**config.mk**
```make
export PLATFORM = sky130hd
export DESIGN_NAME = tdc_ctrl
export DESIGN_NICKNAME = d
export VERILOG_FILES = /design/src/sv/tdc_pkg.sv /design/src/sv/tdc_ctrl.sv
export SDC_FILE = /design/constraint.sdc
export NUM_CORES = 1
export LEC_CHECK = 0
export BUFFER_PORTS_ARGS = -buffer_cell sky130_fd_sc_hd__clkbuf_2
export CORE_AREA = 2 2 39 41
export DETAILED_ROUTE_END_ITERATION = 10
export DIE_AREA = 0 0 41 43
export SYNTH_ARGS = -nofsm -noshare
export SYNTH_HDL_FRONTEND = slang
export SYNTH_SLANG_ARGS = --single-unit
```
**constraint.sdc**
```tcl
create_clock -name clk -period 1.1 [get_ports clk]
set_input_delay 0 -clock clk [delete_from_list [all_inputs] [get_ports clk]]
set_output_delay 0 -clock clk [all_outputs]
set_load 0.05 [all_outputs]
```
**src/sv/tdc_pkg.sv**
```systemverilog
// Package with shared constants and types for the histogram core.
package tdc_pkg;
  localparam int CHANNELS_DEF = 42;
  localparam int BINS_DEF = 16;
  localparam int BIN_BITS_DEF = 8;
  localparam logic [31:0] END_MARK = 32'hffff_ffff;
  localparam logic [9:0] COARSE_SCALE_RST = 10'd254;
  localparam logic [3:0] FINE_SCALE_RST = 4'd3;
  localparam logic [15:0] BIN_WIDTH_RST = 16'd63;
  localparam logic [5:0] CHANNELS_IN_USE_RST = 6'd42;
  localparam int TIME_W = 26;
  localparam int QUO_W = 5;

  typedef enum logic [1:0] {
    CFG_COARSE_SCALE = 2'd0,
    CFG_FINE_SCALE = 2'd1,
    CFG_BIN_WIDTH = 2'd2,
    CFG_CHANNELS_IN_USE = 2'd3
  } cfg_idx_t;

  typedef enum logic [2:0] {
    ST_IDLE,
    ST_READ,
    ST_DIV,
    ST_UPDATE,
    ST_CHECK,
    ST_OUT,
    ST_DUP
  } state_t;

  typedef struct packed {
    logic load;
    logic mem_read;
    logic div_start;
    logic hit_write;
    logic end_write;
    logic out_load;
    logic out_clear_total;
  } cmd_t;

  typedef struct packed {
    logic in_use;
    logic is_end;
    logic div_done;
    logic idx_ok;
    logic already_ended;
    logic all_ended;
  } sts_t;
endpackage

```
**src/sv/tdc_ctrl.sv**
```systemverilog
// Controller state machine sequencing one word through the datapath.
module tdc_ctrl (
  input  logic          clk,
  input  logic          rst_n,
  input  logic          in_valid,
  output logic          in_stall,
  output logic          out_valid,
  input  logic          out_stall,
  input  tdc_pkg::sts_t sts,
  output tdc_pkg::cmd_t cmd
);
  tdc_pkg::state_t state_r, state_nxt;
  logic out_valid_r, out_valid_nxt;

  always_ff @(posedge clk) begin
    if (!rst_n) begin
      state_r <= tdc_pkg::ST_IDLE;
      out_valid_r <= 1'b0;
    end else begin
      state_r <= state_nxt;
      out_valid_r <= out_valid_nxt;
    end
  end

  always_comb begin
    state_nxt = state_r;
    case (state_r)
      tdc_pkg::ST_IDLE: if (in_valid) state_nxt = tdc_pkg::ST_READ;
      tdc_pkg::ST_READ: begin
        if (!sts.in_use) state_nxt = tdc_pkg::ST_IDLE;
        else if (sts.is_end) state_nxt = sts.already_ended ? tdc_pkg::ST_DUP
                                                          : tdc_pkg::ST_UPDATE;
        else state_nxt = tdc_pkg::ST_DIV;
      end
      tdc_pkg::ST_DIV: if (sts.div_done) state_nxt = tdc_pkg::ST_IDLE;
      tdc_pkg::ST_UPDATE: state_nxt = tdc_pkg::ST_CHECK;
      tdc_pkg::ST_CHECK: state_nxt = sts.all_ended ? tdc_pkg::ST_OUT : tdc_pkg::ST_IDLE;
      tdc_pkg::ST_OUT: if (!out_valid_r || !out_stall) state_nxt = tdc_pkg::ST_IDLE;
      tdc_pkg::ST_DUP: if (!out_valid_r || !out_stall) state_nxt = tdc_pkg::ST_IDLE;
      default: state_nxt = tdc_pkg::ST_IDLE;
    endcase
  end

  always_comb begin
    cmd = '0;
    in_stall = 1'b1;
    out_valid_nxt = out_valid_r && out_stall;
    case (state_r)
      tdc_pkg::ST_IDLE: begin
        in_stall = 1'b0;
        cmd.load = in_valid;
      end
      tdc_pkg::ST_READ: begin
        cmd.mem_read = 1'b1;
        cmd.div_start = sts.in_use && !sts.is_end;
      end
      tdc_pkg::ST_DIV: cmd.hit_write = sts.div_done && sts.idx_ok;
      tdc_pkg::ST_UPDATE: cmd.end_write = 1'b1;
      tdc_pkg::ST_OUT: begin
        if (!out_valid_r || !out_stall) begin
          cmd.out_load = 1'b1;
          cmd.out_clear_total = 1'b1;
          out_valid_nxt = 1'b1;
        end
      end
      tdc_pkg::ST_DUP: begin
        if (!out_valid_r || !out_stall) begin
          cmd.out_load = 1'b1;
          out_valid_nxt = 1'b1;
        end
      end
      default: ;
    endcase
  end

  assign out_valid = out_valid_r;
endmodule

```
---- Yosys cells after proc, flatten, opt, wreduce, memory -nomap -nowiden ----
Index checks and enable logic that the tools add are counted.
word-level totals
  output and inout bits ................... 9
  register bits after elaboration ......... 4
cells by class
  reductions and logical operators ........ 10
  multiplexer cells ....................... 19
  equal/unequal tests ..................... 9
operators with widths
  kind                                           number
  2-to-1 mux 3 bit                               7
  case mux 3 bit (6 select lines)                1
  == test 3 bit, second input constant           3
  2-to-1 mux 1 bit                               8
  == test 3 x 2 -> 1 bit, second input constant  2
  2-to-1 mux 2 bit                               2
  != test 2 bit, second input constant           2
  == test 3 x 1 -> 1 bit, second input constant  1
  logical AND 1 bit                              3
  zero test 1 bit                                3
  zero test 3 bit                                1
  AND reduction 3 bit                            1
  != test 2 x 1 -> 1 bit, second input constant  1
  case mux 1 bit (2 select lines)                1
  OR reduction 2 bit                             1
  logical OR 1 bit                               1

---- Longest topological paths before layout ----
Gate-level depths: netlist of run 1.
  word-level depth ........................ 4
  mapped depth ............................ 5
  gate-level depth less buffers ........... 4

---- Least setup slack after synthesis of run 1 ----
Ideal clock, no wire load.
  path type ............................... register to output
  start point ............................. reg state_r[0]
  end point ............................... out cmd[6] (netlist bit)
  stages on the path, launching flop included .. 4
  path slack .............................. -0.683 ns
  data arrival time ....................... 1.783 ns
  buffers on the path ..................... 1
  required time ........................... 1.100 ns
  path through ............................ dfxtp_1 -> buf_6 -> or3_1 -> nor2_1
RTL lines
  element                 RTL line        source
  start, declared         tdc_ctrl.sv:12  tdc_pkg::state_t state_r, state_nxt;
  start signal, assigned  tdc_ctrl.sv:17  state_r <= tdc_pkg::ST_IDLE;
  start signal, assigned  tdc_ctrl.sv:20  state_r <= state_nxt;
  end, declared           tdc_ctrl.sv:10  output tdc_pkg::cmd_t cmd

==> results.txt, run 1 <==
The number of antenna repair diodes came out at 0. The capturing element of the worst setup path is cmd[6]. In this run, synthesis inferred 0 flip-flops with an integrated enable. The number of iterations in the first detailed-routing pass is 3. The initial utilization of the core area, before any placement, comes to 23.5%. The via count of the first global-routing pass came out at 417.

The worst-case reg-to-reg path depth is 5. The final cell count without fillers is 87. The global-route wire length before repair is 1590 µm. The sequential-to-total area share from yosys stat is 24.6%. Data on the critical path arrives at its endpoint at 1.22 ns. The total wire length after detailed routing is 1010 µm. The clock passes through at most 2 buffers. The critical path endpoint category is a primary output. The pin count of the biggest net entering global routing came out at 11. In this run the most critical hold path is launched from sts[1].

The detail-routed via count per cell is 4.90. The run finished, with violations left. The peak supply drop is 0.000789 V. The warning count from the yosys run came out at 0. The area of the core came out at 1380 µm².

The startpoint of the worst-slack reg-to-reg timing path is state_r[1]. The final core area utilization is 48.6%. The final reports fail on negative setup slack. Across all setup checks in the final design, the least slack found is -0.121 ns. Across every metal layer, demand over resource in global routing totals 13.5%. The total standard cell area after synthesis is 325 µm². The tightest slew margin relative to the limit came out at 81.7%. The placed wire-length estimate after detailed placement is 697 µm.

Of all nets on the critical path, the largest fanout is 6. In the layout the commonest cells are sky130_fd_sc_hd__clkbuf_2 (10), sky130_fd_sc_hd__buf_4 (8), sky130_fd_sc_hd__buf_8 (6). Clock tree synthesis inserted a total of 3 buffers. The post-route minimum period is 1.22 ns.

After floorplanning, the core was divided into 14 placement rows. The post-synth net total came out at 53. The post-CTS clock slew at the launch and capture registers of the worst setup and hold paths is 0.03 ns. In this run the worst hold path is classified as input pin to flop. The share of async-settable or async-resettable flops after synthesis is 0%. The fraction of final layout cells with drive strength greater than 1 is 66.2%. From left edge to right edge, the die measures 41 µm. The final period utilization came out at 111%.

The initial antenna violation count came to 0. The signal on the critical path passes through or3_4 -> nor2_4 -> buf_8. Setup repair after global routing could not meet its margin everywhere.

The logic depth of the worst setup path including buffers is 3. The count of pins over their slew limit was 0. The buffers plus inverters on the worst setup path came out at 1. The total of max-cap violations came out at 0.

The flop-to-flop setup slack is -0.10 ns. Tracing the worst setup path back leads to its startpoint at state_r[1]. The area overhead of the layout relative to synthesis came out at 107%.

The slew at the pin with the worst max-slew slack is 0.276 ns. The multi-input gate area in the final layout came out at 284 µm². The maximum clock rate is 0.819 GHz. In the synthesized netlist the dominant register cell turns out to be sky130_fd_sc_hd__dfxtp_1. The element type at the critical path start is a flop. The total I/O pin count came out at 19. The count of input and output buffers came out at 18. The number of hold-slack violations in the final timing report came to 0. The worst-case hold slack came out at 0.0405 ns. The overflow left after global routing is 0. The mean instance size in the synthesized netlist came out at 7.57 µm². TritonCTS built the clock tree. The number of setup violations in the final report is 10. The number of fill cells in the layout came out at 129.

The number of remaining DRC errors is 0. Leaving out fill and tap cells, the most frequent cell in the layout is sky130_fd_sc_hd__clkbuf_2. Synthesis instantiated 26 different standard cells from the library. The terminus of the critical flop-to-flop path is state_r[0]. In this run the remaining antenna-violating nets after routing total 0. The worst setup path is of the flop to primary output kind. The area of the die came out at 1760 µm². The slowest stage of the critical path belongs to the cell sky130_fd_sc_hd__or3_4. The routability-driven placement congestion ratio is 0.653.

The cell count after synthesis came out at 43. The leakage power summed over all cells is 0.294 nW. The number of clock sinks came out at 4. The clock skew is 0.000824 ns. The cell area power density came out at 1550 nW/µm². The clock network latency to the later pin of the worst-skew pair came out at 0.23 ns. The largest stage delay on the critical path is 0.39 ns.

For the worst setup path, the data required time is 1.10 ns. The net count of the finished layout is 83. On the critical path the largest part of the delay comes from simple AND/OR/NAND/NOR gates. The vias after detailed routing is 426.

In this run, synthesis produced a sequential element count of 4. The clock root buffer master is sky130_fd_sc_hd__clkbuf_4. The design draws 1.04 mW. After the first detailed-routing iteration, the DRC count stood at 1. Along the worst hold path, the cell count comes to 3. The die extent in y is 43 µm. The H-tree depth came out at 1. The total placed cells including tap cells is 82. Across the whole layout, storage elements account for 90.1 µm².

The average wire per cell in the routed design is 11.7 µm.
## worst register-to-register path, stage by stage, from the launching register on
cell	delay, ns
sky130_fd_sc_hd__dfxtp_4	0.36
sky130_fd_sc_hd__buf_4	0.15
sky130_fd_sc_hd__a211oi_2	0.18
sky130_fd_sc_hd__o21ai_1	0.14
sky130_fd_sc_hd__and3_1	0.21
sky130_fd_sc_hd__o21ai_2	0.09
## flip-flops by register name, indices dropped and copies added (netlist names)
register / flops
state_r: 3
out_valid: 1
## metrics by stage
step | TNS [ns] | instance area (µm²) | setup slack, ns
floorplan | -0.233 | 374 | -0.171
global placement | -0.161 | 517 | -0.0720
detailed placement | -0.194 | 517 | -0.0668
CTS | -0.908 | 641 | -0.160
global route | -1.46 | 672 | -0.168
finish | -0.805 | 672 | -0.121
## metal layers
layer | track usage (%) | part of all wire (%)
met1 | 14.8 | 40
met2 | 20.9 | 56
met3 | 6.28 | 4.0
met4 | 6.00 | 0
met5 | 0 | 0
## area by class of cell
type / instances / area share, %
Tap cell: 16 / 2.98
Inverter: 3 / 1.68
Multi-Input combinational cell: 33 / 42.3
Clock buffer: 3 / 3.35
Timing Repair Buffer: 28 / 36.3
Sequential cell: 4 / 13.4
## cell usage after synthesis, drive strengths merged, types with 2 or more instances
master  number  area share (%)
nand3        3             4.6
nand3b       2             4.6
a21oi        2             3.1
nand2        3             3.5
nor3b        2             4.6
nand4        2             3.8
buf          3             6.5
inv          3             3.5
dfxtp        4              25
nor2b        2             3.8
o21ai        4             7.3
a211oi       2             4.6
## power by group
part	internal, mW	switching (mW)	leakage (nW)
Combinational	0.312	0.347	0.245
Clock	0.121	0.0515	0.0138
Sequential	0.174	0.0369	0.0350
Total	0.608	0.436	0.294
## cell families (layout without fill, tap and decap cells)
family / after synthesis / after routing / synth area share, %
AOI/OAI and AO/OA: 11 / 11 / 21.5
DFF: 4 / 4 / 24.6
and+or+nand+nor: 21 / 21 / 41.1
xor gates and xnor gates: 1 / 1 / 2.69
buffers and inverters: 6 / 34 / 10.0
## timing repair
item                       in CTS  in global routing
setup endpoints to repair      11                 12
pin swaps                       7                  3
hold buffers                    0                  0
resized for setup              24                 11
buffers inserted                2                  0
## worst min path at each step
stage	endpoint
floorplan	cmd[4]
global placement	state_r[1]
detailed placement	state_r[1]
CTS	state_r[1]
global route	state_r[2]
finish	state_r[2]
Power figures use the tool's default switching activity.
==> run 2: changes to the inputs <==
- ABC_AREA: not set -> 1
- HOLD_SLACK_MARGIN: not set -> 0.05
==> run 2 against run 1 <==
Effect of this change: the flow still finishes with violations (negative setup slack); fmax is 3.5% higher; register-to-register slack better by 0.10 ns; non-clock buffer count down 5; flip-flop and latch count unchanged; power fell by 30%; core utilization is 3.4 points lower; area after synthesis is 1.2% higher; wire length shrank 21%; synthesized cell count increased by 28%; via count down 4.5%; critical endpoint unchanged; largest cell class unchanged; highest routed layer is now met4.
==> results.txt, run 2 <==
The run finished, with violations left. The final reports fail on negative setup slack. The post-CTS clock slew at the launch and capture registers of the worst setup and hold paths came to 0.03 ns (about the same). The most common cell in the synthesized netlist is sky130_fd_sc_hd__nand2_1. The post-synth net total came out at 65 (+23%).

The number of antenna repair diodes is 0 (unchanged). The post-route minimum period is 1.18 ns (-0.0416 ns). TritonCTS built the clock tree. The worst-case hold slack came to 0.130 ns (+0.0898 ns). The tightest slew margin relative to the limit is 81.6% (about the same). Traced cell by cell, the critical path runs through nor2_2 -> nand2_2 -> nor2_4 -> clkbuf_8.

The maximum clock rate came to 0.848 GHz (+3.5%). The total wire length after detailed routing is 801 µm (-21%). Sorting the synthesized cells by how often they occur yields sky130_fd_sc_hd__nand2_1 (11), sky130_fd_sc_hd__inv_1 (7), sky130_fd_sc_hd__nor2_1 (6), sky130_fd_sc_hd__nand2_2 (5), sky130_fd_sc_hd__nand3_1 (5). state_r holds more flip-flops than any other register. The leakage power summed over all cells was 0.319 nW (+8.6%). The largest stage delay on the critical path came to 0.38 ns (about the same). The sequential-to-total area share from yosys stat came out at 24.3% (-0.28 points).

The routed wire length on met3 came out at 46 µm (+12%). The simple logic cell fraction of the synthesized area came out at 49.4% (+8.3 points). The area of placed instances is 490 µm² (-5.1%). The count of input and output buffers came to 18 (unchanged). The detailed router's first-iteration violation count was 7 (+6). The cell count after synthesis is 55 (+28%). The count of pins over their slew limit was 0 (unchanged). The mean instance size in the synthesized netlist came to 5.98 µm² (-21%). The vias after detailed routing came out at 407 (-4.5%). The cell area power density was 1160 nW/µm² (-25%).

The number of enable-type register cells in the synthesized netlist is 0 (unchanged). The routability-driven placement congestion ratio came out at 0.737 (+13%). The slew at the pin with the worst max-slew slack is 0.277 ns (+0.00107 ns). The mux cell area share after synthesis came out at 0% (unchanged). The number of fill cells in the layout is 145 (+12%). The peak supply drop is 0.000609 V (-23%). The pin count of the biggest net entering global routing is 9 (-2).

The number of buffers inserted during clock tree synthesis is 3 (unchanged). The global-route wire length before repair came out at 1360 µm (-15%). The H-tree depth was 1 (unchanged). The number of distinct library cells after synthesis is 16 (-38%). The parity-gate share of the synthesized area counting xor and xnor cells is 0% (-2.7 points).

By area, the combinational part of the netlist is dominated by simple AND/OR/NAND/NOR gates. The clock network latency to the later pin of the worst-skew pair is 0.23 ns (about the same). The kind of path behind the tightest hold check is input pin to flop.

The critical-path maximum fanout is 8 (+2). The overflow left after global routing came out at 0 (unchanged). The worst slack at placement is -0.00320 ns (+0.0636 ns). The total standard cell area after synthesis came out at 329 µm² (+1.2%). The fraction of post-synthesis cell area in the top cell type by area is 24.3% (-0.28 points). The kind of cell with the highest combined delay along the critical path is simple AND/OR/NAND/NOR gates. The met1 routed wirelength after detailed routing came out at 341 µm (-15%). The final period utilization came out at 107% (-3.8 points). The initial antenna violation count came out at 0 (unchanged). The area of the core is 1380 µm² (unchanged). The flip-flop count of the largest register, all copies and words added is 3 (unchanged).

The starting density of the core came to 23.8% (+0.27 points). The via count of the first global-routing pass came to 385 (-7.7%). The total of max-cap violations came out at 0 (unchanged).

The final standard cell area without fillers came out at 624 µm² (-7.1%). The share of async-settable or async-resettable flops after synthesis was 0% (unchanged). The number of remaining DRC errors was 0 (unchanged).

Among all flip-flop cells after synthesis, the most frequent one is sky130_fd_sc_hd__dfxtp_1. The warning count from the yosys run is 0 (unchanged). The die extent in y is 43 µm (unchanged). The clock skew is 0.00123 ns (+0.000401 ns).

The number of setup violations in the final report came out at 6 (-4). The detail-routed via count per cell came to 4.24 (-13%). The area overhead of the layout relative to synthesis came out at 89.7%. The number of clock sinks came to 4 (unchanged). The post-synthesis compound-gate area fraction came to 10.3% (-11 points). Setup repair after global routing could not meet its margin everywhere. The number of core rows came out at 14 (unchanged). After synthesis, the cell types taking the most area are sky130_fd_sc_hd__dfxtp_1 (24%), sky130_fd_sc_hd__nand2_1 (13%), sky130_fd_sc_hd__nand2_2 (9.5%). The register bit total from synthesis came to 4 (unchanged). STA classifies the critical path startpoint as a flop. The average wire per cell in the routed design came out at 8.34 µm (-28%).

The slowest library cell on the worst path is sky130_fd_sc_hd__dfxtp_4. The fraction of final layout cells with drive strength greater than 1 came out at 63.7% (-2.4 points). The clock tree buffer depth is 2 (unchanged). Leaving out fill and tap cells, the most frequent cells in the layout are sky130_fd_sc_hd__nand2_1 (10), sky130_fd_sc_hd__clkbuf_2 (10), sky130_fd_sc_hd__inv_1 (6). The slack of the critical path is -0.0792 ns (+0.0416 ns).

The worst setup path is captured at a primary output. The area of the die came out at 1760 µm² (unchanged). The number of iterations in the first detailed-routing pass was 4 (+1). The highest routing layer actually used is met4. The met2 layer wire length in the routed design is 401 µm (-30%). Summed over all instances, the cell type with the most area after synthesis is sky130_fd_sc_hd__dfxtp_1. The number of hold-slack violations in the final timing report came out at 0 (unchanged).

The synthesized-area fraction occupied by adder cells is 0% (unchanged). The worst setup path is of the flop to primary output kind. The buffers plus inverters on the worst setup path is 1 (unchanged). The number of antenna-violating nets in the routed design came out at 0 (unchanged). The total I/O pin count is 19 (unchanged). The net count of the finished layout came to 92 (+11%). The width of the chip came to 41 µm (unchanged). The worst path required time came out at 1.10 ns (about the same). The placed wire-length estimate after detailed placement is 643 µm (-7.8%). The global-route total usage across every layer came out at 11.0% (-2.5 points).

The clock root buffer master is sky130_fd_sc_hd__clkbuf_4. The worst path arrival time is 1.18 ns (-0.04 ns).
run 2: cell types whose count changed after synthesis, moves of 3 or more:
cell | previous run | this run
sky130_fd_sc_hd__inv_1 | 3 | 7
sky130_fd_sc_hd__nor2_2 | 0 | 3
sky130_fd_sc_hd__nor2_1 | 1 | 6
sky130_fd_sc_hd__nand2_2 | 0 | 5
sky130_fd_sc_hd__nand2_1 | 3 | 11
sky130_fd_sc_hd__inv_2 | 0 | 4
run 2: path summary, 6_finish.rpt:
check	start	endpoint	slack, ns	cells past startpoint
worst max register to register	state_r[1]	state_r[2]	0	7
worst min register to register	state_r[0]	state_r[0]	0.55	2
worst min-delay path	out_stall	out_valid	0.13	5
worst max-delay path	state_r[0]	cmd[6]	-0.08	4
run 2: layout make-up:
cell class / count / area, µm² / area share (%)
multi-input cells: 39 / 253 / 40.5
well taps: 16 / 20.0 / 3.21
inverters: 11 / 43.8 / 7.01
flip-flops and latches: 4 / 90.1 / 14.4
clock buffers: 3 / 22.5 / 3.61
repair buffers: 23 / 195 / 31.3
run 2: cells by family after synthesis:
| kind of cell | Yosys count |
|---|---|
| AOI/OAI and AO/OA | 6 |
| and+or+nand+nor | 33 |
| buffers and inverters | 12 |
| DFF | 4 |
run 2: layer usage:
metal	vias to the layer above	global-route usage [%]
li1	223	-
met3	2	1.57
met4	0	8.00
met2	13	15.9
met5	-	0
met1	169	13.9
run 2: worst min-delay path: stages:
cell                       delay [ns]
sky130_fd_sc_hd__clkbuf_2        0.07
sky130_fd_sc_hd__nand2_1         0.05
sky130_fd_sc_hd__inv_2           0.09
sky130_fd_sc_hd__o21ai_1         0.08
sky130_fd_sc_hd__inv_1           0.04
run 2: where the power goes:
group / internal (mW) / total [mW] / leakage, nW / switching, mW
registers: 0.162 / 0.194 / 0.0350 / 0.0325
logic: 0.133 / 0.355 / 0.270 / 0.222
clock network: 0.122 / 0.176 / 0.0138 / 0.0545
run 2: what timing repair did:
| action | CTS | global route |
|---|---|---|
| hold buffers | 1 | 0 |
| hold endpoints to repair | 3 | 0 |
| resized for setup | 18 | 7 |
| gates cloned | 0 | 0 |
| setup buffers | 2 | 1 |
| setup endpoints to repair | 10 | 11 |
| pin swaps | 3 | 0 |
run 2: metrics by stage:
step | total power [mW] | utilization [%] | TNS [ns] | cells
final | 0.726 | 45.1 | -0.236 | 96
after global placement | 0.497 | 35.4 | -0.00520 | 89
after CTS | 0.722 | 43.9 | -0.306 | 95
after floorplan | 0.445 | - | -0.565 | 55
after detailed placement | 0.499 | 35.4 | -0.00320 | 89
after global routing | 0.764 | 45.1 | -0.747 | 96
==> run 3: changes to the inputs <==
- RECOVER_POWER: not set -> 50
- clock period: 1.1 -> 1.5 ns (I/O delays scaled with it)
==> run 3 against run 2 <==
Effect of this change: clock skew grew 0.0076 ns; power shrank 37%; the run now ends clean; sequential power shrank 31%; via count shrank 6.4%; global-route usage shrank 2.8 points; final cell count shrank 4.2%; setup slack gained 0.22 ns; combinational power shrank 44%; hold slack lost 0.063 ns; clock power shrank 27%; sequential share of layout area grew 3.0 points; register-to-register slack gained 0.34 ns.
==> results.txt, run 3 (synthesized netlist as in run 2, its figures left out) <==
The count of pins over their slew limit is 0 (unchanged). Clock tree synthesis selected as its root buffer the cell sky130_fd_sc_hd__clkbuf_4. The worst-case hold slack is 0.0670 ns (-0.0634 ns). The H-tree depth came to 1 (unchanged). The register with the most flip-flops is state_r. The critical-path maximum fanout is 8 (unchanged).

The slack of the critical path came out at 0.142 ns (+0.221 ns). Setup repair after global routing left no endpoint under its margin. Compared with the post-synthesis result, the final layout area differs by 39.9%. The clock network latency to the later pin of the worst-skew pair is 0.23 ns (about the same). The number of fill cells in the layout came out at 154 (+6.2%). The initial antenna violation count came out at 0 (unchanged). The flop-to-flop setup slack came out at 0.34 ns (+0.34 ns).

The die extent in y came to 43 µm (unchanged). The critical path endpoint category is a primary output. The pin count of the biggest net entering global routing came out at 9 (unchanged).

The number of iterations in the first detailed-routing pass is 2 (-2). TritonCTS built the clock tree. The average wire per cell in the routed design is 7.59 µm (-9.1%). The clock skew came out at 0.00878 ns (+0.00755 ns). The number of setup violations in the final report came out at 0 (-6). The global-route wire length before repair came out at 993 µm (-27%). The area of the core came to 1380 µm² (unchanged). The count of input and output buffers came out at 18 (unchanged). The number of hold-slack violations in the final timing report is 0 (unchanged). The starting density of the core is 23.8% (unchanged). The total wire length after detailed routing is 698 µm (-13%). The cell area power density is 999 nW/µm² (-14%).

The worst-case reg-to-reg path depth came out at 6 (-1). The number of antenna repair diodes is 0 (unchanged). Static timing analysis puts the maximum clock frequency at 0.736 GHz.

The hold-critical path depth came out at 3 (-2). The number of remaining DRC errors came out at 0 (unchanged). The worst slack at placement is 0.335 ns (+0.339 ns). The worst register-to-register path ends at state_r[0]. The critical path is of the flop to primary output type. The leading cell type in the layout, fill and taps excluded is sky130_fd_sc_hd__clkbuf_2. The detailed router's first-iteration violation count came to 6 (-1). The tightest min-delay check is of the input pin to flop type. The placed wire-length estimate after detailed placement came to 563 µm (-12%). The summed negative setup slack over all endpoints is 0 ns (+0.236 ns). The area of placed instances came to 439 µm² (-10%).

The worst path required time came out at 1.50 ns (+0.40 ns). The peak supply drop was 0.000349 V (-43%). In the layout the commonest cells are sky130_fd_sc_hd__clkbuf_2 (17), sky130_fd_sc_hd__nand2_1 (12), sky130_fd_sc_hd__inv_1 (7). The flip-flop count of the largest register, all copies and words added was 3 (unchanged). The number of clock sinks is 4 (unchanged). The run finished with clean final reports. The final core area utilization is 33.3% (-12 points). The final standard cell area without fillers came out at 460 µm² (-26%).

After layout, the worst path uses 90.5% of the clock period. The width of the chip came to 41 µm (unchanged). The total of cells resized after clock tree synthesis is 0 (-18).

The number of core rows is 14 (unchanged). The post-route minimum period is 1.36 ns. The number of antenna-violating nets in the routed design came out at 0 (unchanged). The fraction of final layout cells with drive strength greater than 1 is 44.7% (-19 points). The global-route total usage across every layer is 8.13% (-2.8 points). The path with the worst hold slack has its endpoint at state_r[1]. The area of the die came out at 1760 µm² (unchanged). The clock tree buffer depth came out at 2 (unchanged).

The hold path startpoint is sts[5]. The tightest slew margin relative to the limit is 60.8% (-21 points). The slew at the pin with the worst max-slew slack came out at 0.591 ns (+0.314 ns). The leakage power summed over all cells came out at 0.269 nW (-16%). The routability-driven placement congestion ratio is 0.713 (-3.3%). The total I/O pin count came out at 19 (unchanged). The detail-routed via count per cell came out at 4.14 (-2.3%).

The via count of the first global-routing pass came out at 281 (-27%). The post-CTS clock slew at the launch and capture registers of the worst setup and hold paths was 0.03 ns (about the same). The vias after detailed routing came to 381 (-6.4%). The net count of the finished layout is 88 (-4.3%). The overflow left after global routing came to 0 (unchanged). The total of max-cap violations came out at 0 (unchanged).

STA classifies the critical path startpoint as a flop. The worst path arrival time is 1.36 ns (+0.18 ns). The worst register-to-register path begins at state_r[0].

The number of buffers inserted during clock tree synthesis is 3 (unchanged).
-- run 3: where the power goes --
part	switching, mW	total [mW]	internal (mW)	leakage (nW)
logic	0.143	0.198	0.0552	0.223
clock network	0.0392	0.128	0.0892	0.0138
registers	0.0174	0.134	0.116	0.0326
total	0.199	0.460	0.261	0.269
-- run 3: timing repair --
| item | in CTS | in global routing |
|---|---|---|
| setup buffers | 0 | 0 |
| endpoints found under the hold margin | 1 | 0 |
| hold buffers | 1 | 0 |
-- run 3: cell type report --
cell class | instances | area [µm²] | share of cell area, %
timing repair buffer | 19 | 98.8 | 21.5
clock buffer | 3 | 22.5 | 4.89
sequential | 4 | 80.1 | 17.4
tap | 16 | 20.0 | 4.35
multi-input combinational | 39 | 198 | 42.9
inverter | 11 | 41.3 | 8.97
-- run 3: worst max-delay path: stages, from the launching register on --
cell and delay (ns):
sky130_fd_sc_hd__dfxtp_1 0.47, sky130_fd_sc_hd__nand2_2 0.09, sky130_fd_sc_hd__nor2_2 0.14, sky130_fd_sc_hd__nand2_2 0.09
sky130_fd_sc_hd__nor2_2 0.08, sky130_fd_sc_hd__clkbuf_2 0.27
-- run 3: layer usage --
metal	wire [µm]	vias to the layer above	track usage [%]
met3	47	0	3.14
met4	0	0	4.00
li1	-	211	-
met2	304	13	10.0
met1	346	157	11.9
met5	0	-	0
-- run 3: through the flow --
step / std cells / total power, mW
CTS: 92 / 0.467
global route: 92 / 0.491
detailed placement: 88 / 0.335
global placement: 88 / 0.334
finish: 92 / 0.460
floorplan: 55 / 0.301
-- run 3: how the worst max path moves through the flow --
stage | start | end | slack [ns] | depth (start not counted)
2_1_floorplan | state_r[2] | cmd[4] | -0.06 | 5
3_3_place_gp | state_r[0] | cmd[4] | 0.35 | 5
3_5_place_dp | state_r[0] | cmd[4] | 0.34 | 5
4_1_cts | state_r[0] | cmd[4] | 0.09 | 5
5_1_grt | state_r[0] | cmd[4] | 0.05 | 5
6_report | state_r[0] | cmd[4] | 0.14 | 5
